### config.mk
export PLATFORM = sky130hd
export DESIGN_NAME = touch_burst_outlier_filter
export DESIGN_NICKNAME = d
export VERILOG_FILES = /design/src/tbof_pkg.sv /design/src/tbof_front.sv /design/src/tbof_job_queue.sv /design/src/tbof_back.sv /design/src/touch_burst_outlier_filter.sv
export SDC_FILE = /design/constraint.sdc
export NUM_CORES = 2
export LEC_CHECK = 0
export BUFFER_PORTS_ARGS = -buffer_cell sky130_fd_sc_hd__buf_2
export CAP_MARGIN = 20
export CORE_UTILIZATION = 64
export CTS_CLUSTER_DIAMETER = 80
export DETAILED_ROUTE_END_ITERATION = 10
export PLACE_DENSITY = 0.81
export SYNTH_ARGS = -nofsm -noshare
export SYNTH_HDL_FRONTEND = slang
export SYNTH_HIERARCHICAL = 1
export SYNTH_SLANG_ARGS = --single-unit
### constraint.sdc
create_clock -name clock -period 9.14 [get_ports clock]
set_input_delay 1.828 -clock clock [delete_from_list [all_inputs] [get_ports clock]]
set_output_delay 1.828 -clock clock [all_outputs]
set_load 0.1 [all_outputs]
### src/tbof_pkg.sv
// Types and constants shared by the touch burst filter modules.
// No dependencies.
`default_nettype none

package tbof_pkg;

   // Sample width and burst shape
   localparam int SAMPLE_BITS  = 12;
   localparam int BURST_LENGTH = 5;
   localparam int KEEP_DEPTH   = BURST_LENGTH - 1;
   localparam int KEEP_IDX_BITS = $clog2(KEEP_DEPTH);
   localparam int COUNT_BITS   = 3;

   // Squared distance and limit widths
   localparam int SQ_BITS     = 2 * SAMPLE_BITS + 1;
   localparam int LIMIT_BITS  = 25;
   localparam logic [LIMIT_BITS-1:0] LIMIT_RESET = LIMIT_BITS'(8000);

   // Averaging sums
   localparam int SUM121_BITS   = SAMPLE_BITS + 2;
   localparam int SUM14641_BITS = SAMPLE_BITS + 4;

   // Command codes
   localparam logic CMD_PEN    = 1'b0;
   localparam logic CMD_SAMPLE = 1'b1;

   typedef struct packed {
      logic                   cmd;
      logic [SAMPLE_BITS-1:0] x_sample;
      logic [SAMPLE_BITS-1:0] y_sample;
      logic                   pen_down;
   } tbof_req_type;

   typedef struct packed {
      logic                   pressure;
      logic [SAMPLE_BITS-1:0] x_pos;
      logic [SAMPLE_BITS-1:0] y_pos;
   } tbof_rsp_type;

   // One finished burst handed from front to back
   typedef struct packed {
      logic [BURST_LENGTH-1:0][SAMPLE_BITS-1:0] xs;
      logic [BURST_LENGTH-1:0][SAMPLE_BITS-1:0] ys;
      logic                                     pen_down;
   } tbof_job_type;

   typedef struct packed {
      logic full;
      logic empty;
   } tbof_q_status_type;

endpackage

`default_nettype wire

### src/tbof_front.sv
// Front end: takes request beats, tracks pen/sampling state, gathers bursts.
// Depends on tbof_pkg.
`default_nettype none

module tbof_front
   import tbof_pkg::*;
(
   input  wire logic              clock,
   input  wire logic              reset,
   input  wire logic              req_accept,
   input  wire tbof_req_type      req_data,
   output logic                   job_push,
   output tbof_job_type           job_data
);

   logic                           sampling_ff, sampling_in;
   logic [COUNT_BITS-1:0]          count_ff, count_in;
   logic [SAMPLE_BITS-1:0]         x_keep_ff [KEEP_DEPTH];
   logic [SAMPLE_BITS-1:0]         y_keep_ff [KEEP_DEPTH];
   logic                           keep_wr;
   logic                           last_sample;

   assign last_sample = (count_ff == COUNT_BITS'(BURST_LENGTH - 1));

   // Pen and burst control
   always_comb begin
      sampling_in = sampling_ff;
      count_in    = count_ff;
      job_push    = 1'b0;
      keep_wr     = 1'b0;
      if (req_accept) begin
         if (req_data.cmd == CMD_PEN) begin
            if (!sampling_ff && req_data.pen_down) begin
               sampling_in = 1'b1;
               count_in    = '0;
            end
         end else if (sampling_ff) begin
            if (last_sample) begin
               job_push = 1'b1;
               count_in = '0;
               if (!req_data.pen_down) begin
                  sampling_in = 1'b0;
               end
            end else begin
               keep_wr  = 1'b1;
               count_in = count_ff + COUNT_BITS'(1);
            end
         end
      end
   end

   always_ff @(posedge clock) begin
      if (reset) begin
         sampling_ff <= 1'b0;
         count_ff    <= '0;
      end else begin
         sampling_ff <= sampling_in;
         count_ff    <= count_in;
      end
   end

   // Sample store for the first four beats of a burst
   always_ff @(posedge clock) begin
      if (keep_wr) begin
         x_keep_ff[count_ff[KEEP_IDX_BITS-1:0]] <= req_data.x_sample;
         y_keep_ff[count_ff[KEEP_IDX_BITS-1:0]] <= req_data.y_sample;
      end
   end

   // Burst record: stored samples plus the closing beat
   always_comb begin
      for (int i = 0; i < KEEP_DEPTH; i++) begin
         job_data.xs[i] = x_keep_ff[i];
         job_data.ys[i] = y_keep_ff[i];
      end
      job_data.xs[BURST_LENGTH-1] = req_data.x_sample;
      job_data.ys[BURST_LENGTH-1] = req_data.y_sample;
      job_data.pen_down           = req_data.pen_down;
   end

endmodule

`default_nettype wire

### src/tbof_job_queue.sv
// Two-entry queue of finished bursts between front and back.
// Depends on tbof_pkg.
`default_nettype none

module tbof_job_queue
   import tbof_pkg::*;
(
   input  wire logic        clock,
   input  wire logic        reset,
   input  wire logic        push,
   input  wire tbof_job_type push_data,
   input  wire logic        pop,
   output tbof_job_type     pop_data,
   output tbof_q_status_type status
);

   tbof_job_type entry_ff [2];
   logic         wr_ptr_ff, wr_ptr_in;
   logic         rd_ptr_ff, rd_ptr_in;
   logic [1:0]   count_ff, count_in;

   assign status.full  = (count_ff == 2'd2);
   assign status.empty = (count_ff == 2'd0);
   assign pop_data     = entry_ff[rd_ptr_ff];

   // Pointer and fill bookkeeping
   always_comb begin
      wr_ptr_in = push ? ~wr_ptr_ff : wr_ptr_ff;
      rd_ptr_in = pop  ? ~rd_ptr_ff : rd_ptr_ff;
      count_in  = count_ff;
      if (push && !pop) begin
         count_in = count_ff + 2'd1;
      end else if (pop && !push) begin
         count_in = count_ff - 2'd1;
      end
   end

   always_ff @(posedge clock) begin
      if (reset) begin
         wr_ptr_ff <= 1'b0;
         rd_ptr_ff <= 1'b0;
         count_ff  <= '0;
      end else begin
         wr_ptr_ff <= wr_ptr_in;
         rd_ptr_ff <= rd_ptr_in;
         count_ff  <= count_in;
      end
   end

   always_ff @(posedge clock) begin
      if (push) begin
         entry_ff[wr_ptr_ff] <= push_data;
      end
   end

endmodule

`default_nettype wire

### src/tbof_back.sv
// Back end: distance checks, pattern decode, averaging, result register.
// Depends on tbof_pkg.
`default_nettype none

module tbof_back
   import tbof_pkg::*;
(
   input  wire logic                  clock,
   input  wire logic                  reset,
   input  wire logic [LIMIT_BITS-1:0] distance_limit,
   input  wire tbof_job_type          job_data,
   input  wire tbof_q_status_type     q_status,
   output logic                       job_pop,
   output logic                       rsp_valid,
   output tbof_rsp_type               rsp_data,
   input  wire logic                  rsp_pop
);

   localparam logic [1:0] ST_IDLE  = 2'd0;
   localparam logic [1:0] ST_DIST  = 2'd1;
   localparam logic [1:0] ST_FLUSH = 2'd2;
   localparam logic [1:0] ST_EVAL  = 2'd3;

   // Triple patterns, oldest triple in the top bit
   localparam logic [2:0] PAT_MID_A  = 3'b010;
   localparam logic [2:0] PAT_MID_B  = 3'b011;
   localparam logic [2:0] PAT_MID_C  = 3'b110;
   localparam logic [2:0] PAT_FULL_A = 3'b101;
   localparam logic [2:0] PAT_FULL_B = 3'b111;

   localparam int PAIRS = BURST_LENGTH - 1;

   logic [1:0]                     state_ff, state_in;
   logic [1:0]                     dist_idx_ff, dist_idx_in;
   logic                           sq_valid_ff, sq_valid_in;
   logic [PAIRS-1:0]               within_ff, within_in;
   logic                           rsp_valid_ff, rsp_valid_in;
   tbof_job_type                   job_ff;
   logic [BURST_LENGTH-1:0][SAMPLE_BITS-1:0] dx_line_ff, dy_line_ff;
   logic [2*SAMPLE_BITS-1:0]       sq_x_ff, sq_y_ff;
   tbof_rsp_type                   rsp_ff, rsp_in;
   logic                           load_job, load_rsp;
   logic [SAMPLE_BITS-1:0]         dx, dy;
   logic [SQ_BITS-1:0]             sq_sum;
   logic                           pair_ok;
   logic [2:0]                     pattern;
   logic                           keep_mid, keep_full, has_result;
   logic [SUM121_BITS-1:0]         x_sum121, y_sum121;
   logic [SUM14641_BITS-1:0]       x_sum14641, y_sum14641;

   assign rsp_valid = rsp_valid_ff;
   assign rsp_data  = rsp_ff;
   assign job_pop   = load_job;

   // Distance of the pair at the head of the shift lines
   assign dx = (dx_line_ff[0] > dx_line_ff[1]) ? dx_line_ff[0] - dx_line_ff[1]
                                               : dx_line_ff[1] - dx_line_ff[0];
   assign dy = (dy_line_ff[0] > dy_line_ff[1]) ? dy_line_ff[0] - dy_line_ff[1]
                                               : dy_line_ff[1] - dy_line_ff[0];
   assign sq_sum  = SQ_BITS'(sq_x_ff) + SQ_BITS'(sq_y_ff);
   assign pair_ok = (sq_sum <= SQ_BITS'(distance_limit));

   // Pattern decode
   assign pattern = {within_ff[3] & within_ff[2],
                     within_ff[2] & within_ff[1],
                     within_ff[1] & within_ff[0]};

   always_comb begin
      keep_mid  = 1'b0;
      keep_full = 1'b0;
      unique case (pattern) inside
         PAT_MID_A, PAT_MID_B, PAT_MID_C: keep_mid  = 1'b1;
         PAT_FULL_A, PAT_FULL_B:          keep_full = 1'b1;
         default: ;
      endcase
   end

   // Weighted sums: 1-2-1 over samples 1..3, 1-4-6-4-1 over all five
   assign x_sum121 = SUM121_BITS'(job_ff.xs[1]) + (SUM121_BITS'(job_ff.xs[2]) << 1)
                   + SUM121_BITS'(job_ff.xs[3]);
   assign y_sum121 = SUM121_BITS'(job_ff.ys[1]) + (SUM121_BITS'(job_ff.ys[2]) << 1)
                   + SUM121_BITS'(job_ff.ys[3]);
   assign x_sum14641 = SUM14641_BITS'(job_ff.xs[0]) + (SUM14641_BITS'(job_ff.xs[1]) << 2)
                     + (SUM14641_BITS'(job_ff.xs[2]) << 2) + (SUM14641_BITS'(job_ff.xs[2]) << 1)
                     + (SUM14641_BITS'(job_ff.xs[3]) << 2) + SUM14641_BITS'(job_ff.xs[4]);
   assign y_sum14641 = SUM14641_BITS'(job_ff.ys[0]) + (SUM14641_BITS'(job_ff.ys[1]) << 2)
                     + (SUM14641_BITS'(job_ff.ys[2]) << 2) + (SUM14641_BITS'(job_ff.ys[2]) << 1)
                     + (SUM14641_BITS'(job_ff.ys[3]) << 2) + SUM14641_BITS'(job_ff.ys[4]);

   assign has_result = !job_ff.pen_down || keep_mid || keep_full;

   // Result word
   always_comb begin
      rsp_in.pressure = job_ff.pen_down;
      rsp_in.x_pos    = '0;
      rsp_in.y_pos    = '0;
      if (job_ff.pen_down && keep_mid) begin
         rsp_in.x_pos = x_sum121[SUM121_BITS-1:2];
         rsp_in.y_pos = y_sum121[SUM121_BITS-1:2];
      end else if (job_ff.pen_down && keep_full) begin
         rsp_in.x_pos = x_sum14641[SUM14641_BITS-1:4];
         rsp_in.y_pos = y_sum14641[SUM14641_BITS-1:4];
      end
   end

   // Sequencer
   always_comb begin
      state_in    = state_ff;
      dist_idx_in = dist_idx_ff;
      sq_valid_in = (state_ff == ST_DIST);
      within_in   = sq_valid_ff ? {within_ff[PAIRS-2:0], pair_ok} : within_ff;
      load_job    = 1'b0;
      load_rsp    = 1'b0;
      unique case (state_ff)
         ST_IDLE: begin
            if (!q_status.empty) begin
               load_job    = 1'b1;
               dist_idx_in = '0;
               state_in    = ST_DIST;
            end
         end
         ST_DIST: begin
            dist_idx_in = dist_idx_ff + 2'd1;
            if (dist_idx_ff == 2'(PAIRS - 1)) begin
               state_in = ST_FLUSH;
            end
         end
         ST_FLUSH: begin
            state_in = ST_EVAL;
         end
         ST_EVAL: begin
            if (!has_result) begin
               state_in = ST_IDLE;
            end else if (!rsp_valid_ff || rsp_pop) begin
               load_rsp = 1'b1;
               state_in = ST_IDLE;
            end
         end
         default: state_in = ST_IDLE;
      endcase
      rsp_valid_in = load_rsp ? 1'b1 : (rsp_pop ? 1'b0 : rsp_valid_ff);
   end

   always_ff @(posedge clock) begin
      if (reset) begin
         state_ff     <= ST_IDLE;
         dist_idx_ff  <= '0;
         sq_valid_ff  <= 1'b0;
         within_ff    <= '0;
         rsp_valid_ff <= 1'b0;
      end else begin
         state_ff     <= state_in;
         dist_idx_ff  <= dist_idx_in;
         sq_valid_ff  <= sq_valid_in;
         within_ff    <= within_in;
         rsp_valid_ff <= rsp_valid_in;
      end
   end

   // Burst copy, shift lines and squares
   always_ff @(posedge clock) begin
      if (load_job) begin
         job_ff     <= job_data;
         dx_line_ff <= job_data.xs;
         dy_line_ff <= job_data.ys;
      end else if (state_ff == ST_DIST) begin
         for (int i = 0; i < BURST_LENGTH - 1; i++) begin
            dx_line_ff[i] <= dx_line_ff[i+1];
            dy_line_ff[i] <= dy_line_ff[i+1];
         end
      end
      sq_x_ff <= dx * dx;
      sq_y_ff <= dy * dy;
      if (load_rsp) begin
         rsp_ff <= rsp_in;
      end
   end

endmodule

`default_nettype wire

### src/touch_burst_outlier_filter.sv
// Touch-panel burst filter: one request queue port in, one result queue port out.
//
// Request beats (req_push/req_full) carry either a pen event (cmd 0) or one
// X/Y sample pair (cmd 1). A pen-down event while idle opens sampling; every
// fifth sample closes a burst. A burst with the pen still down yields a touch
// point (pressure 1) when its distance pattern keeps one; with the pen up it
// yields a pen-lift report (pressure 0, position 0) and sampling stops.
// The front takes one request beat per cycle while req_full is low. A closed
// burst goes into a two-entry burst queue; the back works through each burst
// in turn (load, four squared distances through one pair of 12x12
// multipliers, flush, decode) and takes the next one only once it has
// finished the last. req_full rises only while both queue entries are taken.
// Results (rsp_empty/rsp_pop) sit in one output register; while it is not
// popped the back holds its finished burst and the queue fills behind it.
// csr_wr_en loads csr_wr_data into the distance_limit register.
// Reset (synchronous, active high) clears sampling, queues and the result
// register and sets distance_limit to 8000.
`default_nettype none

module touch_burst_outlier_filter
   import tbof_pkg::*;
(
   input  wire logic                  clock,
   input  wire logic                  reset,
   input  wire logic                  req_push,
   output logic                       req_full,
   input  wire tbof_req_type          req_data,
   output logic                       rsp_empty,
   input  wire logic                  rsp_pop,
   output tbof_rsp_type               rsp_data,
   input  wire logic                  csr_wr_en,
   input  wire logic [LIMIT_BITS-1:0] csr_wr_data
);

   logic [LIMIT_BITS-1:0] limit_ff, limit_in;
   logic                  req_accept;
   logic                  q_push, q_pop;
   tbof_job_type          q_in_data, q_out_data;
   tbof_q_status_type     q_status;
   logic                  rsp_valid;
   logic                  rsp_accept;

   assign req_full   = q_status.full;
   assign req_accept = req_push && !req_full;
   assign rsp_empty  = !rsp_valid;
   assign rsp_accept = rsp_pop && rsp_valid;

   // Distance limit register
   assign limit_in = csr_wr_en ? csr_wr_data : limit_ff;

   always_ff @(posedge clock) begin
      if (reset) begin
         limit_ff <= LIMIT_RESET;
      end else begin
         limit_ff <= limit_in;
      end
   end

   tbof_front u_front (
      .clock      (clock),
      .reset      (reset),
      .req_accept (req_accept),
      .req_data   (req_data),
      .job_push   (q_push),
      .job_data   (q_in_data)
   );

   tbof_job_queue u_queue (
      .clock     (clock),
      .reset     (reset),
      .push      (q_push),
      .push_data (q_in_data),
      .pop       (q_pop),
      .pop_data  (q_out_data),
      .status    (q_status)
   );

   tbof_back u_back (
      .clock          (clock),
      .reset          (reset),
      .distance_limit (limit_ff),
      .job_data       (q_out_data),
      .q_status       (q_status),
      .job_pop        (q_pop),
      .rsp_valid      (rsp_valid),
      .rsp_data       (rsp_data),
      .rsp_pop        (rsp_accept)
   );

   // A pen-lift report always carries a zero position
   a_lift_zero: assert property (@(posedge clock) disable iff (reset)
      (!rsp_empty && !rsp_data.pressure) |-> (rsp_data.x_pos == '0 && rsp_data.y_pos == '0))
      else $error("pen-lift report with non-zero position");

   // The front never closes a burst into a full queue
   a_push_room: assert property (@(posedge clock) disable iff (reset)
      q_push |-> !q_status.full)
      else $error("burst pushed into full queue");

   // The back only takes a burst that is there
   a_pop_data: assert property (@(posedge clock) disable iff (reset)
      q_pop |-> !q_status.empty)
      else $error("burst popped from empty queue");

endmodule

`default_nettype wire

==> impl_metrics.tcl <==
set metrics [dict create \
    ys_dominant_reg_cell "edfxtp_1" \
    most-common-layout-cells "580 x edfxtp_1, 385 x inv_1, 278 x ha_1" \
    wl_per_cell_um 20.3 \
    overflow 0 \
    total_core_area_um2 60400 \
    dpl.hpwl_mm 56.5 \
    vias 22700 \
    gr-usage-met3_pct 4.37 \
    nFillCells 3967 \
    num-nets-final 3674 \
    multiInputGateArea_um2 17800 \
    clock-skew-final_ns 0.0641 \
    outcome "finished, final reports clean" \
    synth-seq-cells 670 \
    final.setup.tns_ns 0 \
    synth_top_cell_by_area "edfxtp_1" \
    routed_wire_length_mm 79.3 \
    cts_repair_resize_count 0 \
    cp_peak_stage_delay_ns 0.81 \
    holdBufCountCts 0 \
    worstSetupEndpointType "register" \
    worst_setup_hold_path_clk_slew_ns 0.06 \
    rsz_0062_raised_after_global_routing "no" \
    area.growth.synth_to_final_pct 8.58 \
    drt_drc_violations_left 0 \
    finalWorstSetupSlack_ns 0.657 \
    top_usage_layer "met2" \
    worst_slew_margin_relative_to_its_limit_pct 30.7 \
    clkSinkCount 670 \
    synth.distinct_cells 96 \
    maxCapViolations 0 \
    master_of_the_slowest_instance_on_the_critical_path "xnor2_1" \
    synth_seq_area_share_pct 49.2 \
    cts_buf_count 71 \
    drive_above_1_share_pct 15.0 \
    ff_latch_area_um2 19200 \
    final_min_period_over_clock_period_pct 92.8 \
    hold_path.class "reg -> reg" \
    antenna_violating_nets_post_route 0 \
    place.port_buffers 82 \
    min_from "u_front/y_keep_ff[1][3]$_DFFE_PP_" \
    drtIter0Drc 1759 \
    clock_path_buffers 3 \
    post_synth_inst_count 2990 \
    post_synth_instance_area_um2 39100 \
    post_cts.repair.setup_buffers 0 \
    yosys-top-cells-area "edfxtp_1 45%, fa_1 14%, ha_1 8.9%, mux2_2 5.7%, dfxtp_1 4.6%" \
    max_slew.worst_pin.slew_ns 1.03 \
    insertion_delay_ns 0.64 \
    arrival_ns 8.97 \
    fmax_ghz 0.118 \
    root_buffer "clkbuf_16" \
    worst-endpoint-required_ns 9.63 \
    postSynth.asyncResetShare_pct 0 \
    place_ws_ns 0.675 \
    synth_enable_flop_cells 580 \
    crit_path_max_fanout 12 \
    cp_common_cell "fa_1" \
    grt_pass1_wl_mm 127 \
    grt_antenna_before_repair 6 \
    yosys_warnings 6 \
    synthesis.area_per_instance_um2 13.1 \
    path_class "reg -> reg" \
    grt_max_degree 186 \
    number_of_global_route_vias_before_repair 24000 \
    setup_violations 0 \
    worstSetupStartpoint "u_back/dx_line_ff[0]$_DFFE_PP_" \
    initial_core_util_pct 64.7 \
    cp-start-kind "register" \
    first_pass_iters 5 \
    met1_track_demand_over_resource_pct 34.5 \
    core.rowCount 90 \
    timing.final.hold_violations 0 \
    reg2reg_from "u_back/dx_line_ff[0]$_DFFE_PP_" \
    grtUsageMet2_pct 44.6 \
    grt_usage_pct 26.2 \
    place_congestion 0.910 \
    clock_tree_from_tritoncts "yes" \
    vias_per_cell 5.80 \
    floorplan.die.width_um 249 \
    layout_commonest_cell "edfxtp_1" \
    yosys.area.top_type_share_pct 44.6 \
    fp.dieArea_um2 62000 \
    die_y_um 249 \
    num_io_pins 83 \
    slew_violations 0 \
    final_critical_delay_including_setup_and_external_delays_ns 8.48 \
    htreeDepth 3 \
    syn-num-nets 3590 \
]
## layer usage
metal	vias up	wire length [um]
met5	-	44
met2	660	39400
li1	10500	-
met4	10	2370
met1	11300	33100
met3	167	4260
## final cells by class
class	count	share of cell area, %
inverters	389	3.45
repair buffers	106	1.43
diodes	1	0.00590
flip-flops and latches	670	45.3
clock inverters	43	1.16
multi-input cells	1836	41.9
clock buffers	87	4.43
well taps	782	2.31
## critical path: cells and delay by family, from the launching register on
kind	cells	cell delay (ns)
flip-flops	1	0.41
AO/OA/AOI/OAI	10	2.38
AND/OR/NAND/NOR	4	0.93
XOR/XNOR	2	0.96
adder cells (fa/ha/maj)	8	3.43
buffers and inverters	4	0.22
## per-stage QoR
stage | std cells | instance area [um^2] | utilization (%) | hold WS, ns
after floorplan | 2990 | 39100 | - | 0.421
after global placement | 3781 | 40000 | 66.3 | 0.422
after detailed placement | 3781 | 40000 | 66.3 | 0.430
after CTS | 3911 | 42400 | 70.2 | 0.418
after global routing | 3914 | 42400 | 70.3 | 0.442
final | 3914 | 42400 | 70.3 | 0.421
## synthesized netlist by cell type (39+ instances only)
cell type / number
mux2_2: 196
a21oi_1: 111
nand2b_1: 39
xnor2_1: 82
a21o_1: 50
inv_1: 385
nand2_1: 90
xor2_1: 52
nor2_1: 211
fa_1: 266
dfxtp_1: 90
ha_1: 278
o21ai_0: 99
edfxtp_1: 580
## path summary, 6_finish.rpt
check | endpoint | slack (ns) | cells after the start
worst max register to register | u_back/sq_x_ff[23]$_DFF_P_ | 0.66 | 28
worst min register to register | u_queue/entry_ff[0][16]$_DFFE_PP_ | 0.42 | 0
worst min-delay path | u_queue/entry_ff[0][16]$_DFFE_PP_ | 0.42 | 0
worst max-delay path | u_back/sq_x_ff[23]$_DFF_P_ | 0.66 | 28
## state kept, by name (all words and copies together), names as in the netlist, named ones only
signal,count
u_queue/entry_ff,242
u_back/job_ff,97
u_back/dx_line_ff,60
u_back/dy_line_ff,60
u_front/x_keep_ff,48
u_front/y_keep_ff,48
limit_ff,25
u_back/rsp_data,25
u_back/sq_x_ff,23
u_back/sq_y_ff,23
u_back/within_ff,4
u_front/count_ff,3
u_back/dist_idx_ff,2
u_back/state_ff,2
u_queue/count_ff,2
u_back/rsp_valid,1
u_back/sq_valid_ff,1
u_front/sampling_ff,1
u_queue/rd_ptr_ff,1
u_queue/wr_ptr_ff,1
## kinds of logic (layout without fill, tap and decap cells)
group                      Yosys count  after routing  synth area share (%)
and+or+nand+nor                    505            505                  6.23
AOI/OAI and AO/OA                  420            420                  6.90
other                                0              1                     0
buffers and inverters              484            625                  5.36
muxes                              227            227                  6.47
xor gates and xnor gates           140            140                  3.31
DFF                                670            670                  49.2
adders and majority gates          544            544                  22.5
Power is not shown: default switching activity piles up to over one toggle a cycle in this logic, so the estimate is an artifact.
